`src/rtl/rgb_to_yuyv_converter_defines.svh`:
```
// ----------------------------------------------------------------------------
// rgb_to_yuyv_converter assertion macros
// shared concurrent assertion forms, clocked on clk, disabled in reset
// ----------------------------------------------------------------------------
`ifndef RGB_TO_YUYV_CONVERTER_DEFINES_SVH
`define RGB_TO_YUYV_CONVERTER_DEFINES_SVH

// same-cycle implication
`define RYC_ASSERT_IMP(label, ante, cons, msg) \
    label: assert property (@(posedge clk) disable iff (!rst_n) (ante) |-> (cons)) \
        else $error(msg);

// next-cycle implication
`define RYC_ASSERT_NXT(label, ante, cons, msg) \
    label: assert property (@(posedge clk) disable iff (!rst_n) (ante) |=> (cons)) \
        else $error(msg);

`endif

```
`src/rtl/ryc_pkg.sv`:
```
// ----------------------------------------------------------------------------
// ryc_pkg
// shared widths, reset values, register indexes and types of the converter
// ----------------------------------------------------------------------------
`timescale 1ns / 1ps

package ryc_pkg;

    localparam int MAX_PAIRS_DEFAULT  = 512;
    localparam int MAX_ROWS_DEFAULT   = 1024;
    localparam int COEFF_FRAC_DEFAULT = 14;

    localparam int PIX_W        = 8;
    localparam int PAIRS_REG_W  = 10;
    localparam int ROWS_REG_W   = 11;
    localparam int COEFF_W      = 16;
    localparam int ROW_OUT_W    = 10;
    localparam int PAIR_OUT_W   = 9;
    localparam int CFG_INDEX_W  = 3;
    localparam int CFG_DATA_W   = 16;
    localparam int CHROMA_OFFSET = 128;
    localparam int QUEUE_DEPTH  = 4;

    localparam int PAIRS_RESET       = 320;
    localparam int ROWS_RESET        = 480;
    localparam int LUMA_RED_RESET    = 4898;
    localparam int LUMA_GREEN_RESET  = 9617;
    localparam int LUMA_BLUE_RESET   = 1867;
    localparam int BLUE_DIFF_RESET   = 9246;
    localparam int RED_DIFF_RESET    = 11686;

    typedef enum logic [CFG_INDEX_W-1:0] {
        REG_PAIRS_PER_ROW,
        REG_ROWS_PER_FRAME,
        REG_LUMA_RED,
        REG_LUMA_GREEN,
        REG_LUMA_BLUE,
        REG_BLUE_DIFF,
        REG_RED_DIFF
    } cfg_index_t;

    typedef struct packed {
        logic signed [COEFF_W-1:0] luma_red;
        logic signed [COEFF_W-1:0] luma_green;
        logic signed [COEFF_W-1:0] luma_blue;
        logic signed [COEFF_W-1:0] blue_diff;
        logic signed [COEFF_W-1:0] red_diff;
    } coeff_t;

    typedef struct packed {
        logic [PIX_W-1:0] red;
        logic [PIX_W-1:0] green;
        logic [PIX_W-1:0] blue;
    } rgb_t;

    typedef struct packed {
        rgb_t                  first;
        rgb_t                  second;
        logic [ROW_OUT_W-1:0]  dest_row;
        logic [PAIR_OUT_W-1:0] dest_pair;
        logic                  frame_end;
    } job_t;

    typedef struct packed {
        logic empty;
        logic full;
    } queue_status_t;

endpackage

```
`src/rtl/ryc_queue.sv`:
```
// ----------------------------------------------------------------------------
// ryc_queue
// short fifo of tagged pairs between front and back
// ----------------------------------------------------------------------------
`timescale 1ns / 1ps

module ryc_queue (
    input  logic                   clk,
    input  logic                   rst_n,
    input  logic                   push,
    input  ryc_pkg::job_t          push_job,
    input  logic                   pop,
    output ryc_pkg::job_t          pop_job,
    output ryc_pkg::queue_status_t q_status
);

    localparam int DEPTH = ryc_pkg::QUEUE_DEPTH;
    localparam int PTR_W = $clog2(DEPTH);
    localparam int CNT_W = $clog2(DEPTH + 1);

    ryc_pkg::job_t slot_reg [DEPTH];

    logic [PTR_W-1:0] head_reg, head_next;
    logic [PTR_W-1:0] tail_reg, tail_next;
    logic [CNT_W-1:0] count_reg, count_next;

    assign q_status.empty = (count_reg == '0);
    assign q_status.full  = (count_reg == CNT_W'(DEPTH));
    assign pop_job        = slot_reg[head_reg];

    always_comb
    begin
        head_next  = head_reg;
        tail_next  = tail_reg;
        count_next = count_reg;
        if (push)
            tail_next = (tail_reg == PTR_W'(DEPTH - 1)) ? '0 : tail_reg + PTR_W'(1);
        if (pop)
            head_next = (head_reg == PTR_W'(DEPTH - 1)) ? '0 : head_reg + PTR_W'(1);
        if (push && !pop)
            count_next = count_reg + CNT_W'(1);
        else if (pop && !push)
            count_next = count_reg - CNT_W'(1);
    end

    always_ff @(posedge clk or negedge rst_n)
    begin
        if (!rst_n)
        begin
            head_reg  <= '0;
            tail_reg  <= '0;
            count_reg <= '0;
        end
        else
        begin
            head_reg  <= head_next;
            tail_reg  <= tail_next;
            count_reg <= count_next;
        end
    end

    always_ff @(posedge clk)
    begin
        if (push)
            slot_reg[tail_reg] <= push_job;
    end

endmodule

```
`config.mk`:
```
export PLATFORM = sky130hd
export DESIGN_NAME = ryc_queue
export DESIGN_NICKNAME = d
export VERILOG_FILES = /design/src/rtl/rgb_to_yuyv_converter_defines.svh /design/src/rtl/ryc_pkg.sv /design/src/rtl/ryc_queue.sv
export SDC_FILE = /design/constraint.sdc
export NUM_CORES = 1
export LEC_CHECK = 0
export BUFFER_PORTS_ARGS = -buffer_cell sky130_fd_sc_hd__clkbuf_2
export CAP_MARGIN = 20
export CORE_ASPECT_RATIO = 1.1
export CORE_MARGIN = 10
export CORE_UTILIZATION = 25
export CTS_BUF_LIST = sky130_fd_sc_hd__clkbuf_8
export CTS_CLUSTER_SIZE = 12
export DETAILED_ROUTE_END_ITERATION = 7
export GPL_ROUTABILITY_DRIVEN = 0
export HOLD_SLACK_MARGIN = 0.08
export PLACE_DENSITY_LB_ADDON = 0.05
export SETUP_SLACK_MARGIN = 0.15
export SYNTH_ARGS = -nofsm -noshare
export SYNTH_HDL_FRONTEND = slang
export SYNTH_SLANG_ARGS = --single-unit
```
`constraint.sdc`:
```
create_clock -name clk -period 3 [get_ports clk]
set_clock_uncertainty 0.05 [all_clocks]
set_input_delay 0.15 -clock clk [delete_from_list [all_inputs] [get_ports clk]]
set_output_delay 0.15 -clock clk [all_outputs]
set_load 0.005 [all_outputs]
```
==> metrics <==
status=completed; Worst Setup Path Type=reg2out; min-delay worst type=in2reg; Power, Total=11,660 uW; first-pass GRT wire length=37,250 um; initial DRC count=254; Worst EP arrival=2.21 ns; IO Pins=between 100 and 150; most common cell after layout, fill and taps aside=edfxtp_1; LEAKAGE=0.004626 uW; min Tclk post-route=around 2.4 ns; final wirelength=between 20,000 and 25,000 um; combinational power share=between 20% and 30%; Max Cap Viol=0; final setup violation count=0; synth top area cells=edfxtp_1 79%, mux4_2 15%, dfrtp_1 1.7%; crit end category=output pin; cell count after synthesis=393; CP cell instances=buf_4 > mux4_2 > clkbuf_2; Initial Utilization=between 20% and 30%; CTS buffer count=50; Slew @ Worst Pin=approximately 0.55 ns; share of Yosys cell area claimed by the top area cell type=roughly four fifths; Core Region=between 0.04 and 0.05 sq mm; Filler cells=between 3,000 and 4,000; Vias per Instance=~4.2; max-slew violation count=0; internal power=8198 uW; GRT Overall Usage=10.13%; DRC Markers=0; pin count of the biggest net entering global routing=49; share of layout cells above drive strength 1=around two fifths; diode count=0; switching fraction of total power=29.71%; WP buf/inv=2; Die W=approximately 210 um; flip-flop count of the largest register after layout=about 270; cell area after synthesis=~0.010 sq mm; Final Hold Fails=0; Die Y-Extent=between 200 and 250 um; CP required=roughly 2.8 ns; period utilization=between 80% and 90%; area grow syn2layout=28.45%; share of total power in the clock network=between 20% and 30%; cts repair resizes=0; VDD IR-drop max=0.3192 mV; worst-skew pair later-pin latency=between 0.5 and 0.6 ns; vias in the first global route=about 6,000; f_max=slightly above 400 MHz; CTS tree=built; post-synth net total=about 470; per-cell routed wire length=around 21 um; Antenna Violating Nets Remaining=0; die area=just under 0.05 sq mm; sequential share of the synthesized area=between 80% and 90%; commonest cells after routing, fill and taps aside=272 x edfxtp_1, 141 x clkbuf_2, 72 x dlygate4sd3_1, 68 x mux4_2, 51 x clkbuf_8; setup bufs post-CTS=0; Post-DP HPWL=approximately 15,000 um; pwr dens=slightly below 900 mW/mm^2; Port Buffers=roughly 140; Unique masters post-synth=19; Max-slew headroom=a little over three fifths; Seq cells post-synth=roughly 280; Crit-path slowest cell=dfrtp_4; post-synth top area cell=edfxtp_1; CTS H-tree depth=2; pre-CTS WS=1.057 ns; clock slew at reported path FFs=0.06 ns; CTS max path bufs=3; FP Rows=77; Vias=between 5,000 and 6,000; Worst Path Max Fanout=21; setup_tns=0 ns; type of origin of the critical path=flop; initial antenna violation count=1; CP peak stage delay=just under 0.7 ns; clock sink total=~280; Overflow after GRT=0; Sequential Power Share=a little under half; quantity of hold-fixing buffers added after cts=a little over 70; RSZ-0062 raised after global routing=no; setup ws final=~0.59 ns; cell family with most CP delay=flip-flops; mean area per synthesized cell=26.22 sq um; Root Buffer Master=clkbuf_8; router iterations before antenna repair=4; NumNets Final=between 700 and 800; P_sw=3465 uW; Yosys warning total=0
## cell type report
| type | instances | area [sq um] | area share, % |
|---|---|---|---|
| multi-input combinational | 94 | 1763 | 13.32 |
| tap | 513 | 641.9 | 4.849 |
| clock buffer | 51 | 701.9 | 5.303 |
| sequential | 279 | 8351 | 63.09 |
| inverter | 4 | 15.01 | 0.1134 |
| clock inverter | 41 | 175.2 | 1.323 |
| timing repair buffer | 223 | 1589 | 12.00 |
## final timing paths
path,startpoint,endpoint,slack [ns],depth (start not counted)
max in group asynchronous,rst_n,head_reg[1]$_DFFE_PN0P_,2.02,3
hold reg to reg,count_reg[2]$_DFFE_PN0P_,count_reg[2]$_DFFE_PN0P_,0.46,1
min in group asynchronous,rst_n,head_reg[0]$_DFFE_PN0P_,0.53,3
setup reg to reg,tail_reg[0]$_DFFE_PN0P_,slot_reg[0][7]$_DFFE_PP_,1.10,4
hold / removal,push_job[7],slot_reg[3][7]$_DFFE_PP_,0.28,2
setup / recovery,head_reg[1]$_DFFE_PN0P_,pop_job[21],0.59,3
## logic make-up after synthesis
kind of cell	count (synthesis)	share of synthesized area, %
flops	279	80.96
compound gates	2	0.09714
simple gates	11	0.5463
xor+xnor	3	0.2550
fa+ha+maj	7	0.9228
buf+inv	20	2.028
mux	71	15.19
## power groups by stage
stage               Combinational (uW)  Sequential, uW  Clock (uW)
floorplan                         2090            5220           0
global route                      3650            5320        3460
finish                            3290            5260        3110
CTS                               3480            5270        3290
detailed placement                3390            5350           0
global placement                  3390            5320           0
## worst register-to-register path, cell delays in order (launching register included)
cell,delay [ns]
dfrtp_1,0.42
inv_1,0.12
ha_1,0.15
and2_4,0.40
buf_12,0.38
## stage by stage
stage          cell area (sq um)  instances  utilization (%)  hold slack (ns)
2_1_floorplan              10300        393                -          -0.1956
3_3_place_gp               11640       1041            28.76         -0.04092
3_5_place_dp               11640       1041            28.76         -0.03601
4_1_cts                    13240       1205            32.71           0.2248
5_1_grt                    13240       1205            32.71           0.2503
6_report                   13240       1205            32.71           0.2797
## Yosys cell counts
cell type	instances
nand2_1	2
o21ai_0	2
inv_1	4
buf_4	1
nor3b_1	1
buf_2	7
and2_1	4
nor3_1	1
fa_1	1
buf_6	1
edfxtp_1	272
ha_1	6
mux4_2	68
mux2_2	3
dfrtp_1	7
buf_12	7
nor2_1	3
xor2_1	2
xnor2_1	1
## metal layers
layer / global-route usage (%) / share of wire (%) / routed length [um] / vias up
met1: 12.15 / 42 / 10360 / 2641
li1: - / - / - / 2213
met5: 0 / 0.069 / 17 / -
met3: 2.864 / 5.7 / 1406 / 62
met4: 3.902 / 2.7 / 669 / 2
met2: 16.91 / 50 / 12340 / 130
Note: power is estimated with default switching activity, not from simulation.
