[src/rtl/rgb_to_yuyv_converter_defines.svh]
// ----------------------------------------------------------------------------
// rgb_to_yuyv_converter assertion macros
// shared concurrent assertion forms, clocked on clk, disabled in reset
// ----------------------------------------------------------------------------
`ifndef RGB_TO_YUYV_CONVERTER_DEFINES_SVH
`define RGB_TO_YUYV_CONVERTER_DEFINES_SVH

// same-cycle implication
`define RYC_ASSERT_IMP(label, ante, cons, msg) \
    label: assert property (@(posedge clk) disable iff (!rst_n) (ante) |-> (cons)) \
        else $error(msg);

// next-cycle implication
`define RYC_ASSERT_NXT(label, ante, cons, msg) \
    label: assert property (@(posedge clk) disable iff (!rst_n) (ante) |=> (cons)) \
        else $error(msg);

`endif

[src/rtl/ryc_pkg.sv]
// ----------------------------------------------------------------------------
// ryc_pkg
// shared widths, reset values, register indexes and types of the converter
// ----------------------------------------------------------------------------
`timescale 1ns / 1ps

package ryc_pkg;

    localparam int MAX_PAIRS_DEFAULT  = 512;
    localparam int MAX_ROWS_DEFAULT   = 1024;
    localparam int COEFF_FRAC_DEFAULT = 14;

    localparam int PIX_W        = 8;
    localparam int PAIRS_REG_W  = 10;
    localparam int ROWS_REG_W   = 11;
    localparam int COEFF_W      = 16;
    localparam int ROW_OUT_W    = 10;
    localparam int PAIR_OUT_W   = 9;
    localparam int CFG_INDEX_W  = 3;
    localparam int CFG_DATA_W   = 16;
    localparam int CHROMA_OFFSET = 128;
    localparam int QUEUE_DEPTH  = 4;

    localparam int PAIRS_RESET       = 320;
    localparam int ROWS_RESET        = 480;
    localparam int LUMA_RED_RESET    = 4898;
    localparam int LUMA_GREEN_RESET  = 9617;
    localparam int LUMA_BLUE_RESET   = 1867;
    localparam int BLUE_DIFF_RESET   = 9246;
    localparam int RED_DIFF_RESET    = 11686;

    typedef enum logic [CFG_INDEX_W-1:0] {
        REG_PAIRS_PER_ROW,
        REG_ROWS_PER_FRAME,
        REG_LUMA_RED,
        REG_LUMA_GREEN,
        REG_LUMA_BLUE,
        REG_BLUE_DIFF,
        REG_RED_DIFF
    } cfg_index_t;

    typedef struct packed {
        logic signed [COEFF_W-1:0] luma_red;
        logic signed [COEFF_W-1:0] luma_green;
        logic signed [COEFF_W-1:0] luma_blue;
        logic signed [COEFF_W-1:0] blue_diff;
        logic signed [COEFF_W-1:0] red_diff;
    } coeff_t;

    typedef struct packed {
        logic [PIX_W-1:0] red;
        logic [PIX_W-1:0] green;
        logic [PIX_W-1:0] blue;
    } rgb_t;

    typedef struct packed {
        rgb_t                  first;
        rgb_t                  second;
        logic [ROW_OUT_W-1:0]  dest_row;
        logic [PAIR_OUT_W-1:0] dest_pair;
        logic                  frame_end;
    } job_t;

    typedef struct packed {
        logic empty;
        logic full;
    } queue_status_t;

endpackage

[src/rtl/ryc_pixel_if.sv]
// ----------------------------------------------------------------------------
// ryc_pixel_if
// rgb pixel pair channel, one pair per beat
// ----------------------------------------------------------------------------
`timescale 1ns / 1ps

interface ryc_pixel_if;
    logic                    valid;
    logic                    ready;
    logic [ryc_pkg::PIX_W-1:0] red_first;
    logic [ryc_pkg::PIX_W-1:0] green_first;
    logic [ryc_pkg::PIX_W-1:0] blue_first;
    logic [ryc_pkg::PIX_W-1:0] red_second;
    logic [ryc_pkg::PIX_W-1:0] green_second;
    logic [ryc_pkg::PIX_W-1:0] blue_second;

    modport source (
        output valid, red_first, green_first, blue_first,
               red_second, green_second, blue_second,
        input  ready
    );

    modport sink (
        input  valid, red_first, green_first, blue_first,
               red_second, green_second, blue_second,
        output ready
    );
endinterface

[src/rtl/ryc_front.sv]
// ----------------------------------------------------------------------------
// ryc_front
// config registers, frame position counters, tags each accepted pair
// ----------------------------------------------------------------------------
`timescale 1ns / 1ps

module ryc_front #(
    parameter int MAX_PAIRS_PER_ROW = ryc_pkg::MAX_PAIRS_DEFAULT,
    parameter int MAX_ROWS          = ryc_pkg::MAX_ROWS_DEFAULT
) (
    input  logic                            clk,
    input  logic                            rst_n,
    input  logic                            cfg_wr_en,
    input  logic [ryc_pkg::CFG_INDEX_W-1:0] cfg_index,
    input  logic [ryc_pkg::CFG_DATA_W-1:0]  cfg_data,
    ryc_pixel_if.sink                       pixel_in,
    input  ryc_pkg::queue_status_t          q_status,
    output logic                            push,
    output ryc_pkg::job_t                   push_job,
    output ryc_pkg::coeff_t                 coeff
);

    localparam int PAIR_W  = $clog2(MAX_PAIRS_PER_ROW);
    localparam int ROW_W   = $clog2(MAX_ROWS);
    localparam int PMAX_W  = $clog2(MAX_PAIRS_PER_ROW + 1);
    localparam int RMAX_W  = $clog2(MAX_ROWS + 1);
    localparam int PL_W    = (ryc_pkg::PAIRS_REG_W > PMAX_W) ? ryc_pkg::PAIRS_REG_W : PMAX_W;
    localparam int RL_W    = (ryc_pkg::ROWS_REG_W > RMAX_W) ? ryc_pkg::ROWS_REG_W : RMAX_W;

    logic [ryc_pkg::PAIRS_REG_W-1:0] pairs_reg;
    logic [ryc_pkg::ROWS_REG_W-1:0]  rows_reg;
    ryc_pkg::coeff_t                 coeff_reg;

    logic [PAIR_W-1:0] pair_cnt_reg, pair_cnt_next;
    logic [ROW_W-1:0]  row_cnt_reg,  row_cnt_next;

    logic [PL_W-1:0] pair_lim, pair_last;
    logic [RL_W-1:0] row_lim,  row_last_pos, dest_row_full;
    logic            row_last, frame_last;

    always_ff @(posedge clk or negedge rst_n)
    begin
        if (!rst_n)
        begin
            pairs_reg            <= ryc_pkg::PAIRS_REG_W'(ryc_pkg::PAIRS_RESET);
            rows_reg             <= ryc_pkg::ROWS_REG_W'(ryc_pkg::ROWS_RESET);
            coeff_reg.luma_red   <= ryc_pkg::COEFF_W'(ryc_pkg::LUMA_RED_RESET);
            coeff_reg.luma_green <= ryc_pkg::COEFF_W'(ryc_pkg::LUMA_GREEN_RESET);
            coeff_reg.luma_blue  <= ryc_pkg::COEFF_W'(ryc_pkg::LUMA_BLUE_RESET);
            coeff_reg.blue_diff  <= ryc_pkg::COEFF_W'(ryc_pkg::BLUE_DIFF_RESET);
            coeff_reg.red_diff   <= ryc_pkg::COEFF_W'(ryc_pkg::RED_DIFF_RESET);
        end
        else if (cfg_wr_en)
        begin
            case (ryc_pkg::cfg_index_t'(cfg_index))
                ryc_pkg::REG_PAIRS_PER_ROW:  pairs_reg <= cfg_data[ryc_pkg::PAIRS_REG_W-1:0];
                ryc_pkg::REG_ROWS_PER_FRAME: rows_reg  <= cfg_data[ryc_pkg::ROWS_REG_W-1:0];
                ryc_pkg::REG_LUMA_RED:       coeff_reg.luma_red   <= cfg_data;
                ryc_pkg::REG_LUMA_GREEN:     coeff_reg.luma_green <= cfg_data;
                ryc_pkg::REG_LUMA_BLUE:      coeff_reg.luma_blue  <= cfg_data;
                ryc_pkg::REG_BLUE_DIFF:      coeff_reg.blue_diff  <= cfg_data;
                ryc_pkg::REG_RED_DIFF:       coeff_reg.red_diff   <= cfg_data;
                default: ;
            endcase
        end
    end

    assign coeff = coeff_reg;

    // zero acts as one, oversize acts as the maximum
    always_comb
    begin
        if (pairs_reg == '0)
            pair_lim = PL_W'(1);
        else if (PL_W'(pairs_reg) > PL_W'(MAX_PAIRS_PER_ROW))
            pair_lim = PL_W'(MAX_PAIRS_PER_ROW);
        else
            pair_lim = PL_W'(pairs_reg);

        if (rows_reg == '0)
            row_lim = RL_W'(1);
        else if (RL_W'(rows_reg) > RL_W'(MAX_ROWS))
            row_lim = RL_W'(MAX_ROWS);
        else
            row_lim = RL_W'(rows_reg);
    end

    assign pair_last     = pair_lim - PL_W'(1);
    assign row_last_pos  = row_lim - RL_W'(1);
    assign row_last      = PL_W'(pair_cnt_reg) >= pair_last;
    assign frame_last    = RL_W'(row_cnt_reg) >= row_last_pos;
    assign dest_row_full = frame_last ? '0 : (row_last_pos - RL_W'(row_cnt_reg));

    assign pixel_in.ready = !q_status.full;
    assign push           = pixel_in.valid && pixel_in.ready;

    always_comb
    begin
        push_job.first.red     = pixel_in.red_first;
        push_job.first.green   = pixel_in.green_first;
        push_job.first.blue    = pixel_in.blue_first;
        push_job.second.red    = pixel_in.red_second;
        push_job.second.green  = pixel_in.green_second;
        push_job.second.blue   = pixel_in.blue_second;
        push_job.dest_row      = ryc_pkg::ROW_OUT_W'(dest_row_full);
        push_job.dest_pair     = ryc_pkg::PAIR_OUT_W'(pair_cnt_reg);
        push_job.frame_end     = row_last && frame_last;
    end

    always_comb
    begin
        pair_cnt_next = pair_cnt_reg;
        row_cnt_next  = row_cnt_reg;
        if (push)
        begin
            if (row_last)
            begin
                pair_cnt_next = '0;
                row_cnt_next  = frame_last ? '0 : row_cnt_reg + ROW_W'(1);
            end
            else
                pair_cnt_next = pair_cnt_reg + PAIR_W'(1);
        end
    end

    always_ff @(posedge clk or negedge rst_n)
    begin
        if (!rst_n)
        begin
            pair_cnt_reg <= '0;
            row_cnt_reg  <= '0;
        end
        else
        begin
            pair_cnt_reg <= pair_cnt_next;
            row_cnt_reg  <= row_cnt_next;
        end
    end

endmodule

[src/flat_wrapper.sv]
// flat-port wrapper written by rule: the top's interface ports become plain ports
module ryc_front_flat 
#(
    parameter int MAX_PAIRS_PER_ROW = ryc_pkg::MAX_PAIRS_DEFAULT,
    parameter int MAX_ROWS          = ryc_pkg::MAX_ROWS_DEFAULT
)
  (clk, rst_n, cfg_wr_en, cfg_index, cfg_data, q_status, push, push_job, coeff, pixel_in_valid, pixel_in_red_first, pixel_in_green_first, pixel_in_blue_first, pixel_in_red_second, pixel_in_green_second, pixel_in_blue_second, pixel_in_ready);
  ryc_pixel_if pixel_in_i ();
  input  logic clk;
  input  logic rst_n;
  input  logic cfg_wr_en;
  input  logic [ryc_pkg::CFG_INDEX_W-1:0] cfg_index;
  input  logic [ryc_pkg::CFG_DATA_W-1:0] cfg_data;
  input  ryc_pkg::queue_status_t q_status;
  output logic push;
  output ryc_pkg::job_t push_job;
  output ryc_pkg::coeff_t coeff;
  input wire logic [$bits(pixel_in_i.valid)-1:0] pixel_in_valid;
  input wire logic [$bits(pixel_in_i.red_first)-1:0] pixel_in_red_first;
  input wire logic [$bits(pixel_in_i.green_first)-1:0] pixel_in_green_first;
  input wire logic [$bits(pixel_in_i.blue_first)-1:0] pixel_in_blue_first;
  input wire logic [$bits(pixel_in_i.red_second)-1:0] pixel_in_red_second;
  input wire logic [$bits(pixel_in_i.green_second)-1:0] pixel_in_green_second;
  input wire logic [$bits(pixel_in_i.blue_second)-1:0] pixel_in_blue_second;
  output wire logic [$bits(pixel_in_i.ready)-1:0] pixel_in_ready;
  assign pixel_in_i.valid = pixel_in_valid;
  assign pixel_in_i.red_first = pixel_in_red_first;
  assign pixel_in_i.green_first = pixel_in_green_first;
  assign pixel_in_i.blue_first = pixel_in_blue_first;
  assign pixel_in_i.red_second = pixel_in_red_second;
  assign pixel_in_i.green_second = pixel_in_green_second;
  assign pixel_in_i.blue_second = pixel_in_blue_second;
  assign pixel_in_ready = pixel_in_i.ready;
  ryc_front #(.MAX_PAIRS_PER_ROW(MAX_PAIRS_PER_ROW), .MAX_ROWS(MAX_ROWS)) u_core (.clk(clk), .rst_n(rst_n), .cfg_wr_en(cfg_wr_en), .cfg_index(cfg_index), .cfg_data(cfg_data), .pixel_in(pixel_in_i), .q_status(q_status), .push(push), .push_job(push_job), .coeff(coeff));
endmodule
[config.mk]
export PLATFORM = sky130hd
export DESIGN_NAME = ryc_front_flat
export DESIGN_NICKNAME = d
export VERILOG_FILES = /design/src/rtl/rgb_to_yuyv_converter_defines.svh /design/src/rtl/ryc_pkg.sv /design/src/rtl/ryc_pixel_if.sv /design/src/rtl/ryc_front.sv /design/src/flat_wrapper.sv
export SDC_FILE = /design/constraint.sdc
export NUM_CORES = 1
export LEC_CHECK = 0
export ABC_AREA = 1
export BUFFER_PORTS_ARGS = -buffer_cell sky130_fd_sc_hd__buf_4
export CAP_MARGIN = 10
export CORE_MARGIN = 3
export CORE_UTILIZATION = 46
export DETAILED_ROUTE_END_ITERATION = 8
export PLACE_DENSITY = 0.77
export SLEW_MARGIN = 20
export SYNTH_ARGS = -nofsm -noshare
export SYNTH_HDL_FRONTEND = slang
export SYNTH_SLANG_ARGS = --single-unit
[constraint.sdc]
create_clock -name clk -period 3.3 [get_ports clk]
set_input_delay 0.33 -clock clk [delete_from_list [all_inputs] [get_ports clk]]
set_output_delay 0.33 -clock clk [all_outputs]
set_load 0.01 [all_outputs]
==> impl_metrics.toml, run 1 <==
[floorplanning]
die_h_um = 126
core_sq_um = 14000
rows = 43
start_util = 0.475
fp.dieW_um = 126
ioPinCount = 223
die_area_sq_um = 15900

[sta]
finalWorstPathRequiredPeriod_ns = 3.76
hold_violations = 0
setup_violations = 11
finalMaxSlewViolations = 0
fmax_ghz = 0.266
setup_ws_ns = -0.458
skew_ns = 0.0128
period_share = 1.14
worst_slew_pin_slew_ns = 0.980
hold_slack_ns = 0.239
relSlewSlack = 0.345
rsz0062_at_grt = "true"

[cells_and_area]
layout.nets = 1040
final_common_cell = "nand2_1"
fin_cells = 1127
multi_input_area_sq_um = 3060
areaGrowthSynthToFinish_pct = 31.1
antenna_cells = 0
nFillCells = 1198
largest_register_ffs = 80
mostFrequentLayoutCells = "198 x nand2_1, 168 x buf_4, 116 x o21ai_0"
drive_gt1_frac = 0.346
regArea_sq_um = 3050

[route]
wl_um = 16600
drc = 0
num_vias = 5674
wl_per_cell_um = 14.8
viasPerCell = 5.03
ant_nets = 0
drt_iter0_markers = 420
dr.pass1.iters = 5

[synthesis]
synth_top_family_by_area = "simple AND/OR/NAND/NOR gates"
synth_edf_count = 0
synth_xor_xnor_area_share = 0.0303
synth_area_sq_um = 6640
synth_compound_area_frac = 0.116
syn_nets = 913
synth_ff_type = "dfrtp_1"
synth_fa_ha_area_frac = 0.0633
ys_ff_latch = 120
yosysSeqAreaShare = 0.459
synth_warnings = 0
yosys.area_share.simple = 0.203
ys_types = 35
syn_inst = 807
syn_avg_cell_area_sq_um = 8.23
synth_mux_area_frac = 0
async_reset_ff_frac = 1.00

[cts]
root_buffer = "clkbuf_16"
cts_tree = "yes"
cts_made_buffers = 17
worstSkewPairLatency_ns = 0.42
clkTransAtPathRegs_ns = 0.06
htreeDepth = 4
clockBufferDepth = 2
numClockSinks = 120

[grt]
grt_start_max_net_pins = 65
grt_pass1_vias = 5345
grtUsageTotal = 0.205
antenna_found_initial = 0
overflow = 0
grt_pass1_wl_um = 26400

[min_path]
holdCritPathClass = "input pin to register"

[outcome]
status = "finished, violations left"
failed_checks = "negative setup slack"

[flow_run]
cap_viol_max_count = 0

[critical_path]
cp_max_fo = 3
cp-end-kind = "output pin"
required_ns = 2.97
path_class = "register to output pin"
crit_arrival_ns = 3.43
cp-start-kind = "register"

[placed_design]
dp_slack_ns = -0.218
port_buffers = 125
numPlacedInstances = 1078
globalplace.congestion = 0.850
hpwl_um = 11400

[pwr]
p_leak_nw = 4.40
power_per_cell_area_nw_per_um2 = 875
ir_drop_v = 0.000458
## logic make-up (layout without fill, tap and decap cells)
kind of cell	Yosys count	in the layout
AO/OA/AOI/OAI	145	145
adder cells (fa/ha/maj)	33	33
AND/OR/NAND/NOR	314	314
flip-flops	120	120
buffers and inverters	172	312
XOR/XNOR	23	23
## power by group
group | switching (W) | internal (W) | leakage [nW]
logic | 0.00188 | 0.00177 | 2.69
clock network | 0.000713 | 0.00116 | 0.286
registers | 0.000259 | 0.00184 | 1.42
total | 0.00285 | 0.00477 | 4.40
## metrics by stage
| step | setup TNS (ns) | util | cell area, sq um | power, W |
|---|---|---|---|---|
| final | -4.68 | 0.623 | 8710 | 0.00762 |
| after global routing | -7.72 | 0.623 | 8710 | 0.00811 |
| after CTS | -4.41 | 0.605 | 8460 | 0.00732 |
| after detailed placement | -2.21 | 0.546 | 7640 | 0.00514 |
| after global placement | -1.13 | 0.546 | 7640 | 0.00506 |
| after floorplan | 0 | - | 6650 | 0.00394 |
## layout make-up
class,instances,area share
well taps,180,0.0259
inverters,101,0.0444
repair inverters,1,0.00101
repair buffers,178,0.159
clock buffers,19,0.0520
clock inverters,13,0.0167
flip-flops and latches,120,0.350
multi-input cells,515,0.351
## metal layers
metal	up-vias	wire, um	GRT usage
li1	2760	-	-
met2	183	8210	0.342
met3	13	1360	0.0772
met1	2718	6950	0.252
met5	-	0	0
met4	0	127	0.0511
## worst max-delay path, cell delays in order (launching register included)
cell and delay (ns):
dfrtp_1 0.39, nor2_2 0.14, nand3_2 0.12, inv_2 0.07, nand2_2 0.04, o21bai_1 0.15
nand2_2 0.10, ha_4 0.17, and3_4 0.20, nand3_4 0.06, xor2_2 0.17, inv_2 0.06
ha_4 0.28, nand2_4 0.06, inv_2 0.06, nand3_2 0.07, buf_4 0.15, buf_4 0.12
o221ai_1 0.20, xnor2_1 0.21, nor2_4 0.07, buf_6 0.12
## final timing paths
check | startpoint | end | slack, ns | cells after the start
worst max-delay path | u_core.rows_reg[9] | push_job[18] | -0.46 | 21
worst min-delay path | q_status[0] | u_core.pair_cnt_reg[1] | 0.24 | 4
worst max register to register | u_core.rows_reg[9] | u_core.row_cnt_reg[3] | 0.10 | 25
worst min register to register | u_core.coeff[50] | u_core.coeff[50] | 0.49 | 2
max in group asynchronous | rst_n | u_core.pairs_reg[6] | 1.97 | 3
min in group asynchronous | rst_n | u_core.coeff[12] | 0.52 | 2
## timing repair
item,CTS,global route
pin swaps,12,22
gates cloned,1,0
setup endpoints to repair,11,28
hold endpoints to repair,36,0
hold buffers,1,0
setup buffers,7,8
resized for setup,27,42
## synthesized netlist by cell type, types with 3 or more instances
| master | number | area share |
|---|---|---|
| nor2_1 | 43 | 0.024 |
| nand3_1 | 26 | 0.020 |
| nor2_4 | 3 | 0.0051 |
| o21ai_0 | 117 | 0.088 |
| inv_1 | 96 | 0.054 |
| ha_1 | 32 | 0.060 |
| dfrtp_1 | 82 | 0.31 |
| nor3_1 | 4 | 0.0030 |
| xor2_1 | 14 | 0.018 |
| nor2_2 | 12 | 0.011 |
| nand2_1 | 206 | 0.12 |
| nand4_1 | 9 | 0.0085 |
| a21oi_1 | 15 | 0.011 |
| clkbuf_1 | 19 | 0.011 |
| nand2_2 | 6 | 0.0057 |
| xnor2_1 | 9 | 0.012 |
| buf_4 | 50 | 0.057 |
| inv_2 | 4 | 0.0023 |
| o21ai_2 | 3 | 0.0040 |
| dfstp_2 | 38 | 0.15 |
(Power assumes the default switching activity.)
==> run 2: changes to the inputs <==
--- a/config.mk
+++ b/config.mk
@@ -8,10 +8,12 @@
 export ABC_AREA = 1
 export BUFFER_PORTS_ARGS = -buffer_cell sky130_fd_sc_hd__buf_4
 export CAP_MARGIN = 10
+export CELL_PAD_IN_SITES_DETAIL_PLACEMENT = 0
+export CELL_PAD_IN_SITES_GLOBAL_PLACEMENT = 1
 export CORE_MARGIN = 3
-export CORE_UTILIZATION = 46
+export CORE_UTILIZATION = 33
 export DETAILED_ROUTE_END_ITERATION = 8
-export PLACE_DENSITY = 0.77
+export PLACE_DENSITY_LB_ADDON = 0.1
 export SLEW_MARGIN = 20
 export SYNTH_ARGS = -nofsm -noshare
 export SYNTH_HDL_FRONTEND = slang
==> run 2 against run 1 <==
The run still ends with negative setup slack left; worst hold slack improved by 0.0075 ns; setup slack improved by 0.011 ns; register-to-register slack worse by 0.11 ns.
==> impl_metrics.toml, run 2 (synthesis gave the netlist of run 1 again) <==
[grt]
grt_start_max_net_pins = 82
grtUsageTotal = 0.170
antenna_found_initial = 0
overflow = 0
grt_pass1_wl_um = 29300
grt_pass1_vias = 5475

[min_path]
holdPathEnd = "u_core.pair_cnt_reg[0]"
hp-start = "q_status[0]"
holdCritPathClass = "input pin to register"
worstHoldPathCells = 3

[critical_path]
critPathMaxStageDelay_ns = 0.37
slowest_stage = "dfstp_2"
cp-start-kind = "register"
crit_arrival_ns = 3.42
path_class = "register to output pin"
timing.rr.end = "u_core.row_cnt_reg[6]"
r2r-start = "u_core.rows_reg[7]"
required_ns = 2.97
path_cells = "nor2_2 > nand3_4 > inv_1 > nand2_2 > o21bai_1 > nand2_2 > ha_4 > and3_4 > nand3_4 > xor2_2 > inv_2 > ha_4 > nand2_4 > inv_2 > nand3_2 > o21ai_1 > inv_1 > nand2_1 > nand2_1 > nand2_2 > nand3_4 > inv_6 > nor2_2 > buf_4"
cp-end-kind = "output pin"
r2r_cells = 26
critical_path_buf_inv_count = 6
cp_max_fo = 6
crit_family = "simple AND/OR/NAND/NOR gates"
r2r_setup_slack_ns = -0.01

[sta]
rsz0062_at_grt = "true"
finalWorstPathRequiredPeriod_ns = 3.75
relSlewSlack = 0.341
worst_slew_pin_slew_ns = 0.985
hold_violations = 0
fmax_ghz = 0.267
finalMaxSlewViolations = 0
setup_violations = 12
period_share = 1.14
hold_slack_ns = 0.246
setup_tns_ns = -4.77
skew_ns = 0.00704
setup_ws_ns = -0.447

[route]
dr.pass1.iters = 6
wl_per_cell_um = 15.0
drc = 0
wl_um = 18300
viasPerCell = 4.52
ant_nets = 0
num_vias = 5498
drt_iter0_markers = 160

[cts]
cts_tree = "yes"
numClockSinks = 120
clockBufferDepth = 2
cts_made_buffers = 17
worstSkewPairLatency_ns = 0.41
htreeDepth = 4
clkTransAtPathRegs_ns = 0.06
root_buffer = "clkbuf_16"

[cells_and_area]
fin_cells = 1217
largest_register_ffs = 80
utilization = 0.452
multi_input_area_sq_um = 3040
regArea_sq_um = 3050
antenna_cells = 0
layout.nets = 1045
drive_gt1_frac = 0.352
fin_area_sq_um = 8860
nFillCells = 1989
areaGrowthSynthToFinish_pct = 33.5
final_common_cell = "nand2_1"
mostFrequentLayoutCells = "199 x nand2_1, 173 x buf_4, 111 x o21ai_0"

[pwr]
p_sw_frac = 0.374
p_leak_nw = 4.44
p_seq_frac = 0.272
switchingPower_w = 0.00288
internal-power_w = 0.00483
ir_drop_v = 0.000376
clkPwrFrac = 0.254
pwr-share-comb = 0.474
power_per_cell_area_nw_per_um2 = 871

[floorplanning]
die_h_um = 148
ioPinCount = 223
fp.dieW_um = 148
die_area_sq_um = 21900
core_sq_um = 19600
start_util = 0.339
rows = 51

[flow_run]
cap_viol_max_count = 0

[placed_design]
hpwl_um = 13300
port_buffers = 125
dpl_cell_area_sq_um = 7810
numPlacedInstances = 1171
globalplace.congestion = 0.828

[outcome]
failed_checks = "negative setup slack"
status = "finished, violations left"
## run 2: changes by cell type in the layout (fill, tap and decap cells not counted), moves of 3 or more
cell     before  now
o21ai_1       1    6
inv_1        94   91
o21ai_0     116  111
nand2_2      13   10
buf_4       168  173
## run 2: routing by layer
metal	vias up	GRT usage	wire length [um]
li1	2769	-	-
met1	2556	0.211	7970
met2	149	0.274	8570
met3	24	0.0711	1530
met4	0	0.0448	220
met5	-	0	0
## run 2: cell type report
class,count,share of cell area
clock buffers,17,0.0480
clock inverters,15,0.0220
repair inverters,1,0.000988
repair buffers,183,0.160
well taps,265,0.0374
multi-input cells,515,0.343
flip-flops and latches,120,0.344
inverters,101,0.0445
## run 2: worst max-delay path by stage
| stage | startpoint | to | slack [ns] | cells past startpoint |
|---|---|---|---|---|
| after floorplan | u_core.rows_reg[9] | push_job[10] | 0.004 | 24 |
| after global placement | u_core.rows_reg[8] | push_job[18] | -0.19 | 24 |
| after detailed placement | u_core.rows_reg[8] | push_job[18] | -0.28 | 24 |
| after CTS | u_core.rows_reg[4] | push_job[18] | -0.48 | 24 |
| after global routing | u_core.rows_reg[7] | push_job[14] | -0.69 | 24 |
| final | u_core.rows_reg[7] | push_job[14] | -0.45 | 24 |
## run 2: power by group through the flow
stage	registers (W)	logic (W)	clock network (W)
floorplan	0.00216	0.00178	0
global placement	0.00210	0.00315	0
detailed placement	0.00211	0.00319	0
CTS	0.00210	0.00341	0.00201
global route	0.00214	0.00407	0.00208
finish	0.00210	0.00366	0.00196
## run 2: per-stage QoR
stage,setup WS (ns),power [W]
after floorplan,0.00443,0.00394
after global placement,-0.187,0.00525
after detailed placement,-0.282,0.00530
after CTS,-0.478,0.00751
after global routing,-0.687,0.00830
final,-0.447,0.00772
## run 2: worst register-to-register path, cell delays in order (launching register included)
cell      delay, ns
dfstp_2        0.37
nor2_2         0.16
nand3_4        0.09
inv_1          0.08
nand2_2        0.04
o21bai_1       0.15
nand2_2        0.10
ha_4           0.17
and3_4         0.21
nand3_4        0.07
xor2_2         0.17
inv_2          0.06
ha_4           0.28
nand2_4        0.06
inv_2          0.06
nand3_2        0.06
o21ai_1        0.14
inv_1          0.05
nand2_1        0.06
nand2_1        0.06
nand2_2        0.09
nand3_4        0.16
buf_4          0.19
buf_6          0.10
buf_4          0.12
nand3_1        0.06
nand2_1        0.05
## run 2: timing repair
| item | CTS | global route |
|---|---|---|
| resized for setup | 25 | 53 |
| endpoints found under the hold margin | 0 | 3 |
| endpoints found under the setup margin | 11 | 28 |
| hold buffers | 0 | 1 |
| gates cloned | 1 | 0 |
| buffers inserted | 4 | 9 |
| pin swaps | 12 | 26 |
==> run 3: changes to the inputs <==
--- a/config.mk
+++ b/config.mk
@@ -7,11 +7,11 @@
 export LEC_CHECK = 0
 export ABC_AREA = 1
 export BUFFER_PORTS_ARGS = -buffer_cell sky130_fd_sc_hd__buf_4
-export CAP_MARGIN = 10
 export CELL_PAD_IN_SITES_DETAIL_PLACEMENT = 0
 export CELL_PAD_IN_SITES_GLOBAL_PLACEMENT = 1
+export CORE_ASPECT_RATIO = 1.25
 export CORE_MARGIN = 3
-export CORE_UTILIZATION = 33
+export CORE_UTILIZATION = 37
 export DETAILED_ROUTE_END_ITERATION = 8
 export PLACE_DENSITY_LB_ADDON = 0.1
 export SLEW_MARGIN = 20
==> constraint.sdc (replaced) <==
create_clock -name clk -period 4.14 [get_ports clk]
set_input_delay 0.414 -clock clk [delete_from_list [all_inputs] [get_ports clk]]
set_output_delay 0.414 -clock clk [all_outputs]
set_load 0.01 [all_outputs]
==> run 3 against run 2 <==
The run now ends clean; sequential share of layout area increased by 2.7 points; critical path depth unchanged; final cell count decreased by 6.9%; routed wire length decreased by 6.4%; combinational power decreased by 33%; global-route usage increased by 0.60 points; core utilization increased by 1.6 points; critical path type unchanged; highest routed layer unchanged.
==> impl_metrics.toml, run 3 (synthesis gave the netlist of run 1 again) <==
[critical_path]
critPathMaxStageDelay_ns = 0.40
critical_path_buf_inv_count = 6
r2r-start = "u_core.pairs_reg[6]"
critPathLaunch = "u_core.rows_reg[9]"
path_class = "register to output pin"
crit_family = "simple AND/OR/NAND/NOR gates"
cp-start-kind = "register"
path_cells = "nor2_2 > nand3_2 > inv_2 > nand2_1 > o21bai_1 > nand2_2 > ha_4 > and3_4 > nand3_2 > xor2_2 > inv_2 > ha_4 > nand2_4 > inv_2 > nand3_2 > o21ai_1 > inv_1 > nand2_1 > nand2_1 > nand2_2 > nand3_4 > inv_8 > nor2_2 > buf_4"
cp_max_fo = 7
required_ns = 3.73
crit_arrival_ns = 3.51
cp-end-kind = "output pin"
slowest_stage = "dfrtp_1"

[floorplanning]
start_util = 0.378
fp.dieW_um = 126
die_area_sq_um = 19600
die_h_um = 156
core_sq_um = 17600
rows = 54
ioPinCount = 223

[route]
drc = 0
num_vias = 5325
viasPerCell = 4.70
ant_nets = 0
wl_um = 17100
dr.pass1.iters = 4
drt_iter0_markers = 267
wl_per_cell_um = 15.1

[sta]
setup_violations = 0
fmax_ghz = 0.255
relSlewSlack = 0.362
period_share = 0.947
finalWorstPathRequiredPeriod_ns = 3.92
finalMaxSlewViolations = 0
skew_ns = 0.00724
hold_violations = 0
worst_slew_pin_slew_ns = 0.954
rsz0062_at_grt = "true"

[placed_design]
hpwl_um = 12600
globalplace.congestion = 0.813
port_buffers = 125
numPlacedInstances = 1090

[grt]
grt_pass1_wl_um = 27300
grtUsageTotal = 0.176
overflow = 0
antenna_found_initial = 0
grt_start_max_net_pins = 63
grt_pass1_vias = 5193

[cts]
worstSkewPairLatency_ns = 0.41
root_buffer = "clkbuf_16"
clkTransAtPathRegs_ns = 0.06
htreeDepth = 4
postCtsHoldBufs = 0
cts_tree = "yes"
numClockSinks = 120
clockBufferDepth = 2
cts_made_buffers = 17

[cells_and_area]
mostFrequentLayoutCells = "205 x nand2_1, 138 x buf_4, 117 x o21ai_0"
utilization = 0.468
areaGrowthSynthToFinish_pct = 23.9
drive_gt1_frac = 0.290
layout.nets = 1002
antenna_cells = 0
final_common_cell = "nand2_1"
largest_register_ffs = 80
fin_cells = 1133

[outcome]
status = "completed"

[pwr]
p_leak_nw = 4.17
ir_drop_v = 0.000317
total_power_w = 0.00553
power_per_cell_area_nw_per_um2 = 672

[min_path]
holdCritPathClass = "input pin to asynchronous set/reset pin"

[flow_run]
cap_viol_max_count = 0
run 3: cell count changes in the layout (fill, tap and decap cells not counted), sizes merged:
cell / before / now
dlygate4sd3: 1 / 0
clkinvlp: 1 / 2
buf: 182 / 140
bufinv: 3 / 1
clkbuf: 17 / 18
run 3: final timing paths:
path | endpoint | slack [ns] | cells past startpoint
worst max-delay path | push_job[16] | 0.22 | 24
worst min-delay path | u_core.coeff[43] | 0.08 | 1
min in group clk | u_core.coeff[47] | 0.34 | 3
max in group asynchronous | u_core.rows_reg[7] | 3.06 | 2
worst max register to register | u_core.row_cnt_reg[9] | 0.73 | 22
worst min register to register | u_core.coeff[64] | 0.48 | 2
run 3: through the flow:
stage	worst slack (ns)	hold WS [ns]	cell area (sq um)	setup TNS [ns]
after global placement	0.330	0.470	7430	0
after detailed placement	0.293	0.474	7430	0
after CTS	0.00648	0.0867	8060	0
final	0.220	0.0799	8230	0
after floorplan	0.710	0.118	6640	0
after global routing	-0.0702	0.129	8230	-0.688
run 3: timing repair:
| item | in CTS | in global routing |
|---|---|---|
| resized for setup | 6 | 25 |
| pin swaps | 2 | 13 |
| cloned | 1 | 0 |
| buffers inserted | 3 | 7 |
| setup endpoints to repair | 11 | 11 |
run 3: layout make-up:
class,count,area (sq um)
fill,1761,9340
sequential,120,3050
multi-input combinational,515,2870
timing repair buffer,140,1060
clock buffer,18,429
inverter,101,387
tap,224,280
clock inverter,14,141
timing repair inverter,1,8.76
run 3: power breakdown:
part	switching, W	internal (W)
Sequential	0.000206	0.00147
Combinational	0.00134	0.00112
Clock	0.000569	0.000838
Total	0.00211	0.00342
run 3: layer usage:
metal	vias to the layer above	track usage	wire [um]
li1	2681	-	-
met1	2460	0.200	6750
met2	154	0.300	8620
met3	30	0.0692	1410
met4	0	0.0634	325
met5	-	0.00980	0
